## src/pntt_pkg.sv

```systemverilog
// pntt_pkg: shared types, constants and entry helpers for the two-nearest table
// no dependencies; imported by every module of the block
`default_nettype none

package pntt_pkg;

	// table geometry and field widths
	localparam int CLIENTS   = 1024;
	localparam int CLIENT_W  = $clog2(CLIENTS);
	localparam int IDX_W     = 10;
	localparam int MED_W     = 10;
	localparam int DIST_W    = 16;
	localparam int DIST_BITS = 16;
	localparam int COST_W    = 26;
	localparam int FUNC_W    = 3;
	localparam int SUM_W     = COST_W + 2;

	localparam logic [DIST_W-1:0] DIST_MASK =
		DIST_W'((64'd1 << DIST_BITS) - 64'd1);
	localparam logic [COST_W-1:0] COST_MAX = '1;

	// operation codes
	localparam logic [FUNC_W-1:0] FN_CLEAR   = 3'd0;
	localparam logic [FUNC_W-1:0] FN_OFFER   = 3'd1;
	localparam logic [FUNC_W-1:0] FN_PROBE   = 3'd2;
	localparam logic [FUNC_W-1:0] FN_APPLY   = 3'd3;
	localparam logic [FUNC_W-1:0] FN_REBUILD = 3'd4;

	// one client entry: nearest and second-nearest slots
	typedef struct packed {
		logic [MED_W-1:0]  m1;
		logic              v1;
		logic [DIST_W-1:0] d1;
		logic [MED_W-1:0]  m2;
		logic              v2;
		logic [DIST_W-1:0] d2;
	} entry_t;

	// item held in the compute stage
	typedef struct packed {
		logic [FUNC_W-1:0] func;
		logic [MED_W-1:0]  medoid;
		logic [MED_W-1:0]  leaving;
		logic [DIST_W-1:0] distance;
		logic              start_probe;
	} item_t;

	// cost update request from the entry logic to the totals
	typedef struct packed {
		logic              cost_en;
		logic              probe_en;
		logic              start;
		logic [DIST_W-1:0] old1;
		logic [DIST_W-1:0] new1;
		logic [DIST_W-1:0] upd;
	} cost_op_t;

	// nearest moves to second, candidate takes nearest
	function automatic entry_t take_first(entry_t e, logic [MED_W-1:0] m,
			logic [DIST_W-1:0] d);
		entry_t r;
		r    = e;
		r.m2 = e.m1;
		r.v2 = e.v1;
		r.d2 = e.d1;
		r.m1 = m;
		r.v1 = 1'b1;
		r.d1 = d;
		return r;
	endfunction

	// candidate takes second
	function automatic entry_t take_second(entry_t e, logic [MED_W-1:0] m,
			logic [DIST_W-1:0] d);
		entry_t r;
		r    = e;
		r.m2 = m;
		r.v2 = 1'b1;
		r.d2 = d;
		return r;
	endfunction

	// top-two rule, an empty slot is infinitely far
	function automatic entry_t offer(entry_t e, logic [MED_W-1:0] m,
			logic [DIST_W-1:0] d);
		entry_t r;
		r = e;
		if (!e.v1 || d < e.d1) begin
			r = take_first(e, m, d);
		end else if (!e.v2 || d < e.d2) begin
			r = take_second(e, m, d);
		end
		return r;
	endfunction

	// clamp a signed sum into the cost range
	function automatic logic [COST_W-1:0] sat_cost(logic signed [SUM_W-1:0] x);
		logic [COST_W-1:0] r;
		if (x < 0) begin
			r = '0;
		end else if (x > $signed({2'b00, COST_MAX})) begin
			r = COST_MAX;
		end else begin
			r = x[COST_W-1:0];
		end
		return r;
	endfunction

endpackage

`default_nettype wire

```

## src/pntt_cost.sv

```systemverilog
// pntt_cost: running total of nearest distances and swap probe estimate
// saturating updates; uses pntt_pkg
`default_nettype none

module pntt_cost
	import pntt_pkg::*;
(
	input  wire logic          clk,
	input  wire logic          arst_n,
	input  wire logic          en,
	input  wire cost_op_t      op,
	output logic [COST_W-1:0]  cost_next,
	output logic [COST_W-1:0]  probe_next
);

	logic [COST_W-1:0]        cost_total_q;
	logic [COST_W-1:0]        probe_total_q;
	logic [COST_W-1:0]        probe_base;
	logic signed [SUM_W-1:0]  cost_sum;
	logic signed [SUM_W-1:0]  probe_sum;

	// totals after the item in the compute stage
	assign probe_base = op.start ? cost_total_q : probe_total_q;
	assign cost_sum   = $signed({2'b00, cost_total_q}) +
		$signed(SUM_W'(op.new1)) - $signed(SUM_W'(op.old1));
	assign probe_sum  = $signed({2'b00, probe_base}) +
		$signed(SUM_W'(op.upd)) - $signed(SUM_W'(op.old1));

	assign cost_next  = (en && op.cost_en) ? sat_cost(cost_sum) : cost_total_q;
	assign probe_next = (en && op.probe_en) ? sat_cost(probe_sum) : probe_total_q;

	// total registers
	always_ff @(posedge clk or negedge arst_n) begin
		if (!arst_n) begin
			cost_total_q  <= '0;
			probe_total_q <= '0;
		end else if (en) begin
			cost_total_q  <= cost_next;
			probe_total_q <= probe_next;
		end
	end

endmodule

`default_nettype wire

```

## config.mk

```make
export PLATFORM = sky130hd
export DESIGN_NAME = pntt_cost
export DESIGN_NICKNAME = d
export VERILOG_FILES = /design/src/pntt_pkg.sv /design/src/pntt_cost.sv
export SDC_FILE = /design/constraint.sdc
export NUM_CORES = 1
export LEC_CHECK = 0
export BUFFER_PORTS_ARGS = -buffer_cell sky130_fd_sc_hd__buf_2
export CORE_UTILIZATION = 60
export CTS_BUF_LIST = sky130_fd_sc_hd__clkbuf_16
export CTS_CLUSTER_DIAMETER = 40
export DETAILED_ROUTE_END_ITERATION = 16
export MAX_ROUTING_LAYER = met4
export PLACE_DENSITY_LB_ADDON = 0.15
export SYNTH_ARGS = -nofsm -noshare
export SYNTH_HDL_FRONTEND = slang
export SYNTH_SLANG_ARGS = --single-unit
```

## constraint.sdc

```tcl
create_clock -name clk -period 8.6 [get_ports clk]
set_input_delay 0.86 -clock clk [delete_from_list [all_inputs] [get_ports clk]]
set_output_delay 0.86 -clock clk [all_outputs]
set_load 0.005 [all_outputs]
```

==> results of run 1 <==
-- cell usage in the layout, fill, tap and decap left out, types with 3 or more instances in the layout --
cell | netlist | routed
inv_1 | 137 | 137
buf_2 | 3 | 105
o21ai_0 | 91 | 91
nand2_1 | 82 | 82
a21oi_1 | 56 | 56
ha_1 | 56 | 56
dfrtp_1 | 52 | 52
o21ai_1 | 42 | 42
nor2_1 | 35 | 35
nor3_1 | 33 | 33
fa_1 | 32 | 32
xnor2_1 | 28 | 28
mux2i_1 | 27 | 27
a21o_1 | 20 | 20
nor2_4 | 18 | 18
nand3_1 | 12 | 12
a31oi_1 | 10 | 9
xor2_1 | 9 | 9
a211oi_1 | 8 | 8
o21bai_1 | 8 | 8
and3_1 | 6 | 6
o211ai_1 | 6 | 6
and2_1 | 6 | 6
buf_4 | 0 | 6
nand4_1 | 5 | 5
a211o_1 | 5 | 5
nor2b_1 | 5 | 5
clkbuf_16 | 0 | 5
nand2b_1 | 4 | 4
a22o_1 | 4 | 4
o21a_1 | 3 | 3
or3_1 | 3 | 3
-- state kept, by name (all words and copies together), names as in the netlist --
| name | cells |
|---|---|
| cost_total_q | 26 |
| probe_total_q | 26 |
-- kinds of logic (layout without fill, tap and decap cells) --
kind of cell / count (synthesis) / count (layout)
AND/OR/NAND/NOR: 220 / 220
buffers and inverters: 175 / 256
AO/OA/AOI/OAI: 280 / 280
adder cells (fa/ha/maj): 88 / 88
other: 0 / 1
XOR/XNOR: 37 / 37
multiplexers: 28 / 28
flip-flops: 52 / 52
-- how the worst max path moves through the flow --
stage | from | endpoint | slack, ns | depth (start not counted)
2_1_floorplan | op[48] | probe_next[24] | 3.23 | 14
3_3_place_gp | op[48] | probe_next[6] | 2.40 | 13
3_5_place_dp | op[48] | probe_next[6] | 2.28 | 13
4_1_cts | op[48] | probe_next[6] | 2.26 | 13
5_1_grt | op[48] | probe_next[4] | 1.93 | 13
6_report | op[48] | probe_next[6] | 2.17 | 13
-- stage by stage --
stage	hold slack (ns)	worst slack, ns	std cells	cell area, sq um	util [%]
2_1_floorplan	0.459	3.23	880	6770	-
3_3_place_gp	0.482	2.40	1093	7370	67.4
3_5_place_dp	0.487	2.28	1093	7370	67.4
4_1_cts	0.503	2.26	1101	7520	68.7
5_1_grt	0.534	1.93	1102	7520	68.8
6_report	0.507	2.17	1102	7520	68.8
-- layer usage --
| layer | vias to the layer above | global-route usage (%) | wire length, um |
|---|---|---|---|
| met5 | - | - | 0 |
| met4 | 0 | 13.6 | 714 |
| met3 | 36 | 5.12 | 1170 |
| met2 | 239 | 51.3 | 8060 |
| met1 | 2901 | 42.5 | 7770 |
| li1 | 3193 | - | - |
-- worst max-delay path, delay by kind of cell --
kind,cells,cell delay (ns)
compound gates,7,2.32
simple gates,1,0.16
mux,1,0.42
buf+inv,2,0.80
fa+ha+maj,2,0.98
-- final cells by class --
type	instances	area [sq um]
fillers	964	3420
diodes	1	2.50
well taps	140	175
repair buffers	111	571
inverters	137	514
multi-input cells	653	4810
flip-flops and latches	52	1300
clock buffers	5	125
clock inverters	3	18.8
==> key figures, run 1 <==
Outcome
  – Result of the run: completed

Detailed routing
  – Detailed Route Iter0 Violations: a little over 400
  – Drt wl/cell: between 15 and 20 um
  – Vias per cell: a little under 6
  – Final WL: about 18 mm
  – Drt pass-1 iters: 8
  – Via count: about 6.4k
  – Post-route ant nets: 0
  – Post-route DRC: 0

Timing
  – Final Cycle Share: between 70% and 80%
  – Maximum achievable frequency: 155 MHz
  – Slew headroom: about a quarter
  – Fin. Hold Viols: 0
  – Post-Route Skew: ~0.008 ns
  – RSZ-0062 raised after global routing: false
  – Slew @ Worst Pin: around 1.1 ns
  – Final number of max-transition violations: 0
  – Final setup vio count: 0
  – Tmin final: between 6 and 7 ns
  – Setup_tns: 0 ns

Layout
  – Final net count: between 1k and 1.5k
  – Share of cells above drive strength 1: between 10% and 20%
  – P&R area growth vs syn: 11.0%

Synth
  – Simple-gate area share of the yosys netlist: between 10% and 20%
  – Post-Syn Instances: a little under 900
  – Synth Register Bits: 52
  – Post-synth top flop: dfrtp_1
  – Synth Warn #: 0
  – Yosys top cell area share: 19.2%
  – Synth Net Count: slightly above 1k
  – Multiplexer share of the synthesized area: under 10%
  – Register area share after synthesis: 19.2%
  – Synth Area in XOR/XNOR: under 10%
  – Compound-Gate Fraction of Synth Area: 25.0%
  – Ys async rst share: 100%
  – Largest family of logic cells by synthesized area: compound AO/OA/AOI/OAI gates
  – Most frequent cell after synthesis: inv_1
  – Synth cell types: 68
  – Post-Synth Adder-Cell Area: between 10% and 20%
  – Number of enable flip-flop cells after synthesis: 0
  – Largest area contributor in the netlist: dfrtp_1
  – Syn_area_per_cell: ~7.7 sq um
  – Post-synth top cells: inv_1 (137), o21ai_0 (91), nand2_1 (82)
  – Synth top area cells: dfrtp_1 (19%), ha_1 (10%), fa_1 (9.5%), inv_1 (7.6%), o21ai_0 (6.7%)
  – Post-Syn Area: approximately 6800 sq um

Clock tree
  – CTS sink cnt: 52
  – H-tree Lvls: 2
  – Root Driver: clkbuf_16
  – Clk_lat worst skew: about 0.30 ns
  – Clock-pin transition on the worst setup and hold timing paths: ~0.070 ns
  – Cts hold-fix bufs: 0
  – Post-CTS sizing: 0
  – Post-CTS setup buffer count: 0
  – TritonCTS Buffers: 5
  – TritonCTS clock tree: yes
  – Clock buffer depth: 2

GRT
  – GRT Util Overall: roughly a third
  – Largest net degree at the start of global routing: 53
  – Vias in the first global route: 5852
  – Antenna violations before repair: 1
  – Global-route wire length before repair: ~29 mm
  – Remaining global-route overflow: 0

Die
  – Die H: ~110 um
  – Die area: ~12000 sq um
  – Initial Util: between 60% and 70%
  – Row cnt: 38
  – Core region area: 10900 sq um
  – I/O pin count: between 100 and 150
  – Chip width: approximately 110 um

Worst setup path
  – R2R Path Start: cost_total_q[1]$_DFFE_PN0P_
  – CP max FO: 26
  – Setup Crit Path Kind: input port to primary output
  – Worst Setup End Kind: primary output
  – Flop2flop setup slack: around 4.3 ns
  – Crit path cell chain: buf_2 -> mux2_2 -> fa_1 -> fa_1 -> a211oi_1 -> o21ai_1 -> nand2_1 -> o21bai_1 -> a31oi_1 -> o31a_1 -> a211oi_1 -> o21ai_0 -> buf_2
  – Reg2reg path depth: 11
  – Crit path largest cell delay: roughly 0.96 ns
  – Reg-to-Reg End: cost_total_q[20]$_DFFE_PN0P_
  – CP Data Required Time: slightly below 8 ns
  – Startpoint types: input port
  – Slowest-stage cell, CP: o31a_1
  – CP arrival: ~5.6 ns

Hold path
  – Worst Hold Class: flip-flop to flip-flop
  – Min-Delay Endpoint: probe_total_q[21]$_DFFE_PN0P_
  – Min-Delay Startpoint: probe_total_q[21]$_DFFE_PN0P_
  – Worst hold path cell count: 2

Placed design
  – PortBufs: ~110
  – Post-DP HPWL: between 10 and 15 mm
  – RD Place Congestion: between 0.9 and 1

Run
  – MaxCap Viol Count: 0
Power of run 1 is left out: the tool's default activity adds up to more than one toggle a clock period on the data nets, which glitch-free logic cannot reach.
==> run 2, diff against run 1 <==
- CORE_UTILIZATION: 60 -> 53
- clock period: 8.6 -> 5.7 ns (I/O delays scaled with it)
==> run 2 against run 1 <==
  * Sequential share of layout area decreased by 0.18 points
  * Global-route usage decreased by 3.1 points
  * First-iteration DRC count decreased by 17%
  * Core utilization decreased by 6.5 points
  * Via count decreased by 0.58%
  * Register-to-register slack got worse by 2.6 ns
  * Worst hold slack got worse by 0.11 ns
  * Clock-buffer cell count unchanged
  * Wire length increased by 2.5%
  * Setup slack got worse by 1.6 ns
  * Critical endpoint is now cost_next[0]
  * Highest routed layer unchanged
==> key figures, run 2 (same netlist as run 1, synthesis figures left out) <==
GRT
  – GRT Util Overall: 29.8% (was 32.8%)
  – Global-route wire length before repair: 29.2 mm (was 28.7 mm)
  – Vias in the first global route: 5814 (was 5852)
  – Remaining global-route overflow: 0 (unchanged)
  – Largest net degree at the start of global routing: 53 (unchanged)
  – Antenna violations before repair: 0 (was 1)

Layout
  – Most frequent cells in the layout: inv_1 (137), buf_2 (105), o21ai_0 (91) (unchanged)
  – Final net count: 1109 (was 1102)
  – Commonest non-fill, non-tap cell in the layout: inv_1 (unchanged)
  – Share of cells above drive strength 1: 16.3% (was 15.7%)
  – N_diodes: 0 (was 1)
  – Largest regs: cost_total_q x26, probe_total_q x26 (unchanged)
  – P&R area growth vs syn: 12.2% (was 11.0%)

Detailed routing
  – Drt pass-1 iters: 5 (was 8)
  – Drt wl/cell: 16.0 um (was 16.1 um)
  – Final WL: 18.2 mm (was 17.7 mm)
  – Post-route ant nets: 0 (unchanged)
  – Post-route DRC: 0 (unchanged)
  – Vias per cell: 5.57 (was 5.78)
  – Via count: 6332 (was 6369)
  – Detailed Route Iter0 Violations: 340 (was 410)

Die
  – Row cnt: 40 (was 38)
  – Initial Util: 55.5% (was 61.9%)
  – Die area: 13200 sq um (was 11700 sq um)
  – Die H: 115 um (was 108 um)
  – I/O pin count: 106 (unchanged)
  – Chip width: 115 um (was 108 um)
  – Core region area: 12200 sq um (was 10900 sq um)

Clock tree
  – CTS sink cnt: 52 (unchanged)
  – TritonCTS Buffers: 5 (unchanged)
  – Cts hold-fix bufs: 0 (unchanged)
  – Clock buffer depth: 2 (unchanged)
  – Clock-pin transition on the worst setup and hold timing paths: 0.07 ns (about the same)
  – Post-CTS setup buffer count: 0 (unchanged)
  – H-tree Lvls: 2 (unchanged)
  – Clk_lat worst skew: 0.31 ns (was 0.30 ns)
  – Root Driver: clkbuf_16 (unchanged)
  – Post-CTS sizing: 0 (unchanged)
  – TritonCTS clock tree: yes (unchanged)

Run
  – MaxCap Viol Count: 0 (unchanged)

Timing
  – Final setup vio count: 0 (unchanged)
  – Slew @ Worst Pin: 0.810 ns (was 1.15 ns)
  – Slew headroom: 46.0% (was 23.6%)
  – Crit path setup slack, layout: 0.599 ns (was 2.17 ns)
  – Fin. Hold Viols: 0 (unchanged)
  – RSZ-0062 raised after global routing: false (unchanged)
  – Maximum achievable frequency: approximately 200 MHz
  – Post-Route Skew: 0.00792 ns (was 0.00794 ns)
  – Final Cycle Share: about nine tenths
  – Final number of max-transition violations: 0 (unchanged)
  – Setup_tns: 0 ns (unchanged)
  – Tmin final: 5.10 ns

Placed design
  – Pre-CTS WS: 0.623 ns (was 2.28 ns)
  – RD Place Congestion: 0.966 (was 0.951)
  – Post-DP HPWL: 14.5 mm (was 14.0 mm)
  – PortBufs: 105 (unchanged)

Worst setup path
  – Startpoint types: input port (unchanged)
  – CP Data Required Time: 5.13 ns (was 7.74 ns)
  – Worst Setup End Kind: primary output (unchanged)
  – Setup Crit Path Kind: input port to primary output (unchanged)
  – CP max FO: 18 (was 26)
  – CP arrival: 4.53 ns (was 5.57 ns)
  – Flop2flop setup slack: 1.61 ns (was 4.26 ns)

Hold path
  – Worst Hold Class: input port to asynchronous set/reset pin (was flip-flop to flip-flop)

Outcome
  – Result of the run: completed (unchanged)
## run 2: cell type report
| cell class | count | area (sq um) |
|---|---|---|
| clock buffer | 5 | 125 |
| clock inverter | 3 | 13.8 |
| fill | 1206 | 4610 |
| inverter | 137 | 514 |
| multi-input combinational | 653 | 4810 |
| sequential | 52 | 1300 |
| tap | 168 | 210 |
| timing repair buffer | 118 | 623 |
## run 2: path summary, 6_finish.rpt
kind                                               from                             to  cells after the start
hold reg to reg            probe_total_q[5]$_DFFE_PN0P_   probe_total_q[5]$_DFFE_PN0P_                      2
min in group clk           probe_total_q[5]$_DFFE_PN0P_   probe_total_q[5]$_DFFE_PN0P_                      2
hold / removal                                   arst_n   probe_total_q[8]$_DFFE_PN0P_                      2
setup / recovery                                 op[33]                   cost_next[0]                     14
setup reg to reg            cost_total_q[1]$_DFFE_PN0P_    cost_total_q[2]$_DFFE_PN0P_                     11
max in group asynchronous                        arst_n  probe_total_q[24]$_DFFE_PN0P_                      2
## run 2: critical path, stage by stage
cell and delay (ns):
buf_2 0.11, inv_1 0.11, fa_1 0.48, fa_1 0.49
a211oi_1 0.38, o211ai_2 0.17, a31oi_2 0.31, o311a_4 0.26
o31ai_2 0.06, or3b_2 0.73, buf_4 0.40, nor2_2 0.06
o21ai_0 0.22, buf_2 0.16
## run 2: layer usage
layer | GRT usage (%) | up-vias | part of all wire [%]
met4 | 10.1 | 0 | 2.9
li1 | - | 3204 | -
met2 | 48.0 | 155 | 47
met1 | 38.7 | 2944 | 46
met3 | 3.53 | 29 | 4.1
met5 | - | - | 0
## run 2: per-stage QoR
step | cells | area [sq um] | hold WS (ns) | util, %
floorplan | 880 | 6770 | 0.274 | -
global placement | 1128 | 7460 | 0.476 | 61.1
detailed placement | 1128 | 7460 | 0.484 | 61.1
CTS | 1136 | 7600 | 0.419 | 62.2
global route | 1136 | 7600 | 0.452 | 62.2
finish | 1136 | 7600 | 0.394 | 62.2
Power of run 2 is left out for the same reason.
