File: src/pntt_pkg.sv
// pntt_pkg: shared types, constants and entry helpers for the two-nearest table
// no dependencies; imported by every module of the block
`default_nettype none

package pntt_pkg;

	// table geometry and field widths
	localparam int CLIENTS   = 1024;
	localparam int CLIENT_W  = $clog2(CLIENTS);
	localparam int IDX_W     = 10;
	localparam int MED_W     = 10;
	localparam int DIST_W    = 16;
	localparam int DIST_BITS = 16;
	localparam int COST_W    = 26;
	localparam int FUNC_W    = 3;
	localparam int SUM_W     = COST_W + 2;

	localparam logic [DIST_W-1:0] DIST_MASK =
		DIST_W'((64'd1 << DIST_BITS) - 64'd1);
	localparam logic [COST_W-1:0] COST_MAX = '1;

	// operation codes
	localparam logic [FUNC_W-1:0] FN_CLEAR   = 3'd0;
	localparam logic [FUNC_W-1:0] FN_OFFER   = 3'd1;
	localparam logic [FUNC_W-1:0] FN_PROBE   = 3'd2;
	localparam logic [FUNC_W-1:0] FN_APPLY   = 3'd3;
	localparam logic [FUNC_W-1:0] FN_REBUILD = 3'd4;

	// one client entry: nearest and second-nearest slots
	typedef struct packed {
		logic [MED_W-1:0]  m1;
		logic              v1;
		logic [DIST_W-1:0] d1;
		logic [MED_W-1:0]  m2;
		logic              v2;
		logic [DIST_W-1:0] d2;
	} entry_t;

	// item held in the compute stage
	typedef struct packed {
		logic [FUNC_W-1:0] func;
		logic [MED_W-1:0]  medoid;
		logic [MED_W-1:0]  leaving;
		logic [DIST_W-1:0] distance;
		logic              start_probe;
	} item_t;

	// cost update request from the entry logic to the totals
	typedef struct packed {
		logic              cost_en;
		logic              probe_en;
		logic              start;
		logic [DIST_W-1:0] old1;
		logic [DIST_W-1:0] new1;
		logic [DIST_W-1:0] upd;
	} cost_op_t;

	// nearest moves to second, candidate takes nearest
	function automatic entry_t take_first(entry_t e, logic [MED_W-1:0] m,
			logic [DIST_W-1:0] d);
		entry_t r;
		r    = e;
		r.m2 = e.m1;
		r.v2 = e.v1;
		r.d2 = e.d1;
		r.m1 = m;
		r.v1 = 1'b1;
		r.d1 = d;
		return r;
	endfunction

	// candidate takes second
	function automatic entry_t take_second(entry_t e, logic [MED_W-1:0] m,
			logic [DIST_W-1:0] d);
		entry_t r;
		r    = e;
		r.m2 = m;
		r.v2 = 1'b1;
		r.d2 = d;
		return r;
	endfunction

	// top-two rule, an empty slot is infinitely far
	function automatic entry_t offer(entry_t e, logic [MED_W-1:0] m,
			logic [DIST_W-1:0] d);
		entry_t r;
		r = e;
		if (!e.v1 || d < e.d1) begin
			r = take_first(e, m, d);
		end else if (!e.v2 || d < e.d2) begin
			r = take_second(e, m, d);
		end
		return r;
	endfunction

	// clamp a signed sum into the cost range
	function automatic logic [COST_W-1:0] sat_cost(logic signed [SUM_W-1:0] x);
		logic [COST_W-1:0] r;
		if (x < 0) begin
			r = '0;
		end else if (x > $signed({2'b00, COST_MAX})) begin
			r = COST_MAX;
		end else begin
			r = x[COST_W-1:0];
		end
		return r;
	endfunction

endpackage

`default_nettype wire

File: src/pntt_update.sv
// pntt_update: new entry, recompute flag and cost request for one item
// purely combinational; uses pntt_pkg entry helpers
`default_nettype none

module pntt_update
	import pntt_pkg::*;
(
	input  wire item_t    item,
	input  wire entry_t   old,
	output entry_t        upd_entry,
	output logic          recompute,
	output cost_op_t      cost_op
);

	logic              leave1;
	logic              leave2;
	logic              alt_valid;
	logic [DIST_W-1:0] alt;

	assign leave1 = old.v1 && old.m1 == item.leaving;
	assign leave2 = old.v2 && old.m2 == item.leaving;

	// entry update per operation
	always_comb begin
		upd_entry = old;
		recompute = 1'b0;
		case (item.func)
			FN_CLEAR: begin
				upd_entry = '0;
			end
			FN_OFFER: begin
				upd_entry = offer(old, item.medoid, item.distance);
			end
			FN_APPLY: begin
				if (leave1) begin
					if (!old.v2 || item.distance <= old.d2) begin
						upd_entry.m1 = item.medoid;
						upd_entry.d1 = item.distance;
					end else begin
						upd_entry.m1 = old.m2;
						upd_entry.d1 = old.d2;
						upd_entry.m2 = '0;
						upd_entry.v2 = 1'b0;
						upd_entry.d2 = '0;
						recompute    = 1'b1;
					end
				end else if (leave2) begin
					if (!old.v1 || item.distance < old.d1) begin
						upd_entry = take_first(old, item.medoid, item.distance);
					end else begin
						upd_entry.m2 = '0;
						upd_entry.v2 = 1'b0;
						upd_entry.d2 = '0;
						recompute    = 1'b1;
					end
				end else begin
					upd_entry = offer(old, item.medoid, item.distance);
				end
			end
			FN_REBUILD: begin
				if (!(old.v1 && old.m1 == item.medoid) &&
						(!old.v2 || item.distance < old.d2)) begin
					upd_entry = take_second(old, item.medoid, item.distance);
				end
			end
			default: begin
				upd_entry = old;
			end
		endcase
	end

	// distance the client would pay after the trial swap
	assign alt_valid = leave1 ? old.v2 : old.v1;
	assign alt       = leave1 ? old.d2 : old.d1;

	always_comb begin
		cost_op.cost_en  = item.func == FN_CLEAR || item.func == FN_OFFER ||
			item.func == FN_APPLY;
		cost_op.probe_en = item.func == FN_PROBE;
		cost_op.start    = item.start_probe;
		cost_op.old1     = old.v1 ? old.d1 : '0;
		cost_op.new1     = upd_entry.v1 ? upd_entry.d1 : '0;
		cost_op.upd      = (alt_valid && alt < item.distance) ? alt : item.distance;
	end

endmodule

`default_nettype wire

File: config.mk
export PLATFORM = sky130hd
export DESIGN_NAME = pntt_update
export DESIGN_NICKNAME = d
export VERILOG_FILES = /design/src/pntt_pkg.sv /design/src/pntt_update.sv
export SDC_FILE = /design/constraint.sdc
export NUM_CORES = 1
export LEC_CHECK = 0
export ABC_CLOCK_PERIOD_IN_PS = 5600
export CAP_MARGIN = 20
export CORE_UTILIZATION = 30
export DETAILED_ROUTE_END_ITERATION = 12
export DONT_BUFFER_PORTS = 1
export PLACE_DENSITY = 0.53
export SYNTH_ARGS = -nofsm -noshare
export SYNTH_HDL_FRONTEND = slang
export SYNTH_SLANG_ARGS = --single-unit
File: constraint.sdc
create_clock -name vclk -period 5.6
set_input_delay 1.12 -clock vclk [all_inputs]
set_output_delay 1.12 -clock vclk [all_outputs]
set_load 0.02 [all_outputs]
==> out/qor.yml, run 1 <==
io_pins: 200
antenna_cells: 0
use_met3_pct: 3.840
track_usage_pct: 24.65
met2_usage_pct: 40.01
placedCellCount: 943
rsz0062_at_grt: "no"
ys_top_cells_by_count: "nand2_1, nor2_1, inv_1, o21ai_0, ha_1"
status: "complete, no violations"
period_needed_ns: 5.421
final_util_pct: 34.78
num_rows: 46
synth_area_mm2: 0.004856
power.total_w: 0.0005900
vdd_drop_max_mv: 0.04221
drt_iter0_drc: 533
yosysWarnings: 0
min_from: "item[0]"
ff_latch_area_um2: 0
whs_ns: 2.240
gp_congestion: 0.9176
grt_max_degree: 48
core_area_mm2: 0.01583
synthDistinctLibCells: 66
top_usage_layer: "met2"
synth_top_cell_by_area: "ha_1"
whs_endpoint: "cost_op[48]"
hold_violations: 0
final.setup.tns_ns: 0
synthesis.nets: 837
combPwrFrac_pct: 100.0
synth_adder_area_share_pct: 11.85
worstMarginPinSlew_ns: 1.103
synth_xor_area_share_pct: 5.720
routed_via_density: 5.919
maxSlewHeadroom_pct: 26.27
maxSlewViolCount: 0
end_kind: "output port"
antenna_found_initial: 0
hold_class: "primary input to output port"
grt_pass1_wl_mm: 31.68
yosys.area_share.simple_pct: 21.44
cts_hold_buf: 0
p_sw_share_pct: 60.36
synth_area_leaders: "ha_1, mux2i_1, nand2_1"
crit_type: "primary input to output port"
finalCritPeriodShare_pct: 96.81
fin_nets: 874
switchingPower_w: 0.0003561
routed_wl_mm: 21.59
synth_top_family_by_area: "compound AO/OA/AOI/OAI gates"
synth.most_common_cell: "nand2_1"
die_h_um: 129.2
drc: 0
hold_depth: 0
area_delta_synth_final_pct: 13.37
grtUsageMet1_pct: 34.95
crit_path_max_fanout: 26
synth_compound_area_share_pct: 36.15
dpl.hpwl_mm: 16.40
avgSynthCellArea_um2: 6.967
die-area_mm2: 0.01670
drive_gt1_share_pct: 20.08
critPathArrivalTime_ns: 4.30
max_cap_violations: 0
initial_core_util_pct: 30.68
ant_nets: 0
pwr-share-clk_pct: 0
power_frac_seq_pct: 0
port_buffers: 0
max_freq_mhz: 184.5
crit_start: "old[13]"
n_sequential_cell: 0
grt_pass1_vias: 5197
synth.area.mux_share_pct: 14.07
grt_overflow_total: 0
clock_buffers: 0
routedWlPerCell_um: 22.77
die-width_um: 129.2
p_per_area_mw_per_mm2: 107.2
internal_power_w: 0.0002339
yosys.area.top_type_share_pct: 11.85
dr.pass1.iters: 9
synthCells: 697
critPathRequiredTime_ns: 4.48
ys_seq_area_share_pct: 0
dr_total_vias: 5611
start_kind: "primary input"
setup_viol: 0
final_cell_count_no_fill: 948
leakage_nw: 2.414
-- through the flow --
stage	setup slack [ns]	cell area [um2]
after floorplan	0.3004	4856
final	0.1786	5505
after global placement	0.1375	5466
after detailed placement	0.1423	5466
after CTS	0.1301	5466
after global routing	0.01305	5505
-- worst max path at each step --
| stage | end | slack (ns) | depth (start not counted) |
|---|---|---|---|
| 3_3_place_gp | cost_op[16] | 0.14 | 11 |
| 4_1_cts | cost_op[16] | 0.13 | 11 |
| 3_5_place_dp | cost_op[16] | 0.14 | 11 |
| 6_report | upd_entry[19] | 0.18 | 11 |
| 2_1_floorplan | cost_op[0] | 0.30 | 17 |
| 5_1_grt | upd_entry[26] | 0.01 | 11 |
-- layout make-up --
class | count | area, um2
Fill cell | 1690 | 10320
Multi-Input combinational cell | 589 | 4342
Timing Repair Buffer | 85 | 675.6
Tap cell | 216 | 270.3
Inverter | 58 | 217.7
-- timing repair --
action,4_1_cts,5_1_grt
setup buffers,0,5
resized for setup,0,1
setup endpoints to repair,0,8
hold endpoints to repair,0,0
-- cell families (layout without fill, tap and decap cells) --
group	after synthesis	in the layout
multiplexers	61	61
adder cells (fa/ha/maj)	46	46
buffers and inverters	108	143
AO/OA/AOI/OAI	231	231
XOR/XNOR	30	30
AND/OR/NAND/NOR	221	221
-- cell usage in the layout, fill, tap and decap left out, drive strengths merged, types with 13 or more instances in the layout --
master	instances
nand2	85
buf	85
nor2	70
inv	58
o21ai	56
ha	46
a21oi	44
mux2i	36
xnor2	30
mux2	25
a222oi	24
nor3	16
o221ai	15
o211ai	13
nand4	13
-- layer usage --
layer  up-vias  part of all wire, %
li1       2674                    -
met1      2625                   44
met2       281                   45
met3        31                  9.5
met4         0                  1.4
met5         -                    0
-- worst max-delay path, stage by stage --
cell       delay [ns]
inv_1            0.03
ha_1             0.30
nand4_2          0.15
nor3_1           0.11
a2111oi_4        0.53
a31oi_4          0.15
nor2_4           0.87
mux2_2           0.42
a222oi_1         0.23
o221ai_1         0.17
buf_4            0.19
-- power groups by stage --
stage | sequential [W] | combinational (W) | clock, W
after floorplan | 0 | 0.000432 | 0
after global placement | 0 | 0.000579 | 0
after detailed placement | 0 | 0.000578 | 0
after CTS | 0 | 0.000581 | 0
after global routing | 0 | 0.000634 | 0
final | 0 | 0.000590 | 0
Power figures use the tool's default switching activity.
==> run 2: changes to the inputs <==
--- a/config.mk
+++ b/config.mk
@@ -7,10 +7,10 @@
 export LEC_CHECK = 0
 export ABC_CLOCK_PERIOD_IN_PS = 5600
 export CAP_MARGIN = 20
-export CORE_UTILIZATION = 30
+export CORE_UTILIZATION = 43
 export DETAILED_ROUTE_END_ITERATION = 12
 export DONT_BUFFER_PORTS = 1
-export PLACE_DENSITY = 0.53
+export PLACE_DENSITY = 0.67
 export SYNTH_ARGS = -nofsm -noshare
 export SYNTH_HDL_FRONTEND = slang
 export SYNTH_SLANG_ARGS = --single-unit
==> run 2 against run 1 <==
  * Via count is 5.6% higher
  * Sequential share of layout area stayed put
  * Largest cell class unchanged
  * Worst setup slack hardly changed
  * Maximum frequency hardly changed
  * Final cell count is 8.3% lower
  * Clock-buffer cell count stayed put
  * Critical endpoint is now cost_op[22]
  * Die area is 30% lower
  * Wire length is 4.7% lower
  * Largest power group unchanged
==> out/qor.yml, run 2 (synthesized netlist as in run 1, its figures left out) <==
crit_path_max_incr_delay_ns: 0.52
cts_hold_buf: 0
pwr-share-clk_pct: 0
drc: 0
place_area_mm2: 0.005361
routedWlPerCell_um: 23.68
rsz0062_at_grt: "no"
final_cell_mix: "nand2_1, buf_4, nor2_1"
start_kind: "primary input"
crit_path_max_fanout: 43
routed_via_density: 6.820
max_cap_violations: 0
internal_power_w: 0.0002295
p_per_area_mw_per_mm2: 108.8
p_sw_share_pct: 60.75
area_delta_synth_final_pct: 10.62
final_cell_area_mm2: 0.005371
crit_type: "primary input to output port"
grt_pass1_wl_mm: 30.64
vdd_drop_max_mv: 0.04326
hold_class: "primary input to output port"
status: "complete, no violations"
max_freq_mhz: 184.5
setup_viol: 0
dr_total_vias: 5927
hold_violations: 0
cts_setup_buffers: 0
switchingPower_w: 0.0003551
whs_ns: 2.240
fin_nets: 871
path_common_cell: "buf_4"
die_h_um: 108.3
worstMarginPinSlew_ns: 1.034
clock_buffers: 0
combPwrFrac_pct: 100.0
antenna_found_initial: 0
track_usage_pct: 33.35
dr.pass1.iters: 6
num_rows: 38
dpl.hpwl_mm: 15.53
io_pins: 200
maxSlewHeadroom_pct: 30.96
final_common_cell: "nand2_1"
die-area_mm2: 0.01172
ff_latch_area_um2: 0
finalCritPeriodShare_pct: 96.81
routed_wl_mm: 20.58
grt_max_degree: 44
ant_nets: 0
drt_iter0_drc: 799
gp_congestion: 0.9586
whs_endpoint: "cost_op[48]"
drive_gt1_share_pct: 19.89
die-width_um: 108.3
critPathRequiredTime_ns: 4.48
maxSlewViolCount: 0
cts_resized: 1
period_needed_ns: 5.421
min_from: "item[0]"
core_area_mm2: 0.01094
critPathArrivalTime_ns: 4.30
antenna_cells: 0
port_buffers: 0
leakage_nw: 2.389
n_sequential_cell: 0
crit_chain: "inv_1 -> ha_1 -> nand4_1 -> nor3_2 -> or4b_4 -> a31oi_4 -> buf_12 -> and2_1 -> buf_4 -> a2bb2oi_1 -> a221oi_2 -> nor3_1 -> buf_4"
grt_overflow_total: 0
hold_depth: 0
grt_pass1_vias: 5553
power_frac_seq_pct: 0
end_kind: "output port"
initial_core_util_pct: 44.41
slowest_stage: "or4b_4"
[run 2: changes by cell type in the layout (fill, tap and decap cells not counted), sizes merged]
cell  before  now
buf       85   82
[run 2: power groups by stage]
| stage | Sequential (W) | Clock [W] | Combinational [W] |
|---|---|---|---|
| final | 0 | 0 | 0.000585 |
| after CTS | 0 | 0 | 0.000575 |
| after detailed placement | 0 | 0 | 0.000572 |
| after floorplan | 0 | 0 | 0.000432 |
| after global placement | 0 | 0 | 0.000564 |
| after global routing | 0 | 0 | 0.000626 |
[run 2: metrics by stage]
stage	setup TNS, ns	cells	power (W)	setup WS (ns)	util (%)
floorplan	0	697	0.0004322	0.3004	-
global placement	0	869	0.0005636	0.09538	49.03
detailed placement	-0.04239	869	0.0005723	-0.04239	49.03
CTS	0	869	0.0005754	0.1385	49.04
global route	0	869	0.0006256	0.02944	49.12
finish	0	869	0.0005846	0.1787	49.12
[run 2: worst max-delay path: cells and delay by family]
family,cells,cell delay [ns]
compound gates,3,0.64
fa+ha+maj,1,0.30
buf+inv,4,0.82
simple gates,5,1.41
[run 2: layer usage]
metal	part of all wire, %	GRT usage [%]	up-vias
li1	-	-	2663
met1	41	44.76	2793
met2	46	55.91	437
met3	11	5.184	34
met4	1.5	7.143	0
met5	0	0	-
[run 2: how the worst max path moves through the flow]
stage / from / to / slack [ns]
detailed placement: old[39] / cost_op[28] / -0.04
global placement: old[39] / cost_op[28] / 0.1
CTS: old[39] / cost_op[28] / 0.14
floorplan: old[51] / cost_op[0] / 0.30
global route: old[42] / cost_op[28] / 0.03
finish: old[39] / cost_op[22] / 0.18
[run 2: cell type report]
| type | count | area (um2) |
|---|---|---|
| well taps | 140 | 175.2 |
| multi-input cells | 589 | 4347 |
| inverters | 58 | 217.7 |
| fillers | 1089 | 5564 |
| repair buffers | 82 | 631.9 |
==> run 3: changes to the inputs <==
--- a/config.mk
+++ b/config.mk
@@ -5,7 +5,7 @@
 export SDC_FILE = /design/constraint.sdc
 export NUM_CORES = 1
 export LEC_CHECK = 0
-export ABC_CLOCK_PERIOD_IN_PS = 5600
+export ABC_CLOCK_PERIOD_IN_PS = 6790
 export CAP_MARGIN = 20
 export CORE_UTILIZATION = 43
 export DETAILED_ROUTE_END_ITERATION = 12
==> constraint.sdc (replaced) <==
create_clock -name vclk -period 6.79
set_input_delay 1.358 -clock vclk [all_inputs]
set_output_delay 1.358 -clock vclk [all_outputs]
set_load 0.02 [all_outputs]
==> run 3 against run 2 <==
  * Utilization is 1.7 points lower
  * First-iteration DRC count is 3.3% higher
  * Design area is 3.4% lower
  * Die area stayed put
  * Critical path type unchanged
  * Largest cell class unchanged
==> out/qor.yml, run 3 (synthesized netlist as in run 1, its figures left out) <==
final_common_cell: "nand2_1"
crit_path_max_fanout: 27
maxSlewHeadroom_pct: 28.41
start_kind: "primary input"
dr.pass1.iters: 8
dr_total_vias: 5796
die-width_um: 108.3
final_cell_area_mm2: 0.005187
rsz0062_at_grt: "no"
ant_nets: 0
finalCritPeriodShare_pct: 92.46
fillers: 1111
routed_via_density: 6.843
critPathRequiredTime_ns: 5.43
track_usage_pct: 32.68
max_cap_violations: 0
worstMarginPinSlew_ns: 1.072
endpoint: "cost_op[1]"
place_area_mm2: 0.005176
num_rows: 38
core_area_mm2: 0.01094
period_needed_ns: 6.278
cts_hold_buf: 0
routedWlPerCell_um: 23.67
grt_max_degree: 48
status: "complete, no violations"
grt_pass1_wl_mm: 29.88
area_delta_synth_final_pct: 6.828
ff_latch_area_um2: 0
drt_iter0_drc: 825
final.setup.tns_ns: 0
p_per_area_mw_per_mm2: 90.19
final_cell_mix: "nand2_1, nor2_1, buf_4"
cts_setup_buffers: 0
grt_pass1_vias: 5429
max_freq_mhz: 159.3
critPathArrivalTime_ns: 4.92
maxSlewViolCount: 0
hold_violations: 0
clock_buffers: 0
initial_core_util_pct: 44.41
drc: 0
io_pins: 200
drive_gt1_share_pct: 17.11
n_sequential_cell: 0
port_buffers: 0
grt_overflow_total: 0
cts_resized: 0
setup_viol: 0
crit_start: "item[26]"
hold_class: "primary input to output port"
end_kind: "output port"
gp_congestion: 0.9704
routed_wl_mm: 20.05
die-area_mm2: 0.01172
die_h_um: 108.3
fin_nets: 849
leakage_nw: 2.276
antenna_cells: 0
vdd_drop_max_mv: 0.03998
dpl.hpwl_mm: 15.07
crit_type: "primary input to output port"
antenna_found_initial: 0
[run 3: how the worst min path moves through the flow]
| stage | from | endpoint | depth (start not counted) |
|---|---|---|---|
| 5_1_grt | item[0] | cost_op[48] | 0 |
| 4_1_cts | item[0] | cost_op[48] | 0 |
| 2_1_floorplan | item[0] | cost_op[48] | 1 |
| 3_5_place_dp | item[0] | cost_op[48] | 0 |
| 3_3_place_gp | item[0] | cost_op[48] | 0 |
| 6_report | item[0] | cost_op[48] | 0 |
[run 3: per-stage QoR]
step / util [%] / hold WS (ns) / setup slack, ns / total power, W / cells
floorplan: - / 2.829 / 1.014 / 0.0003565 / 697
global placement: 47.33 / 2.716 / 0.6321 / 0.0004511 / 846
detailed placement: 47.33 / 2.716 / 0.6899 / 0.0004583 / 846
CTS: 47.33 / 2.716 / 0.6611 / 0.0004606 / 846
global route: 47.44 / 2.716 / 0.4177 / 0.0004993 / 847
finish: 47.44 / 2.716 / 0.5118 / 0.0004679 / 847
[run 3: area by class of cell]
cell class / count / area, um2 / area share, %
Multi-Input combinational cell: 589 / 4340 / 83.67
Tap cell: 140 / 175.2 / 3.377
Inverter: 58 / 217.7 / 4.197
Timing Repair Buffer: 60 / 454.2 / 8.755
[run 3: routing by layer]
metal	vias to the layer above	wire, um	global-route usage, %
li1	2618	-	-
met3	48	2258	5.606
met4	0	463	9.170
met1	2698	8238	43.55
met2	432	9087	53.73
met5	-	0	0
[run 3: worst max-delay path, cell delays in order]
cell and delay, ns:
xnor2_1 0.25, nand4_2 0.19, nor3_4 0.46, buf_4 0.41, o21ai_0 0.19, ha_1 0.35, nand4_1 0.12, nor2_1 0.31
o311ai_1 0.24, o211ai_2 0.21, buf_4 0.38, mux2_2 0.44
[run 3: power by group]
group          total (W)  switching [W]  internal (W)
logic           0.000468       0.000290      0.000178
clock network          0              0             0
registers              0              0             0
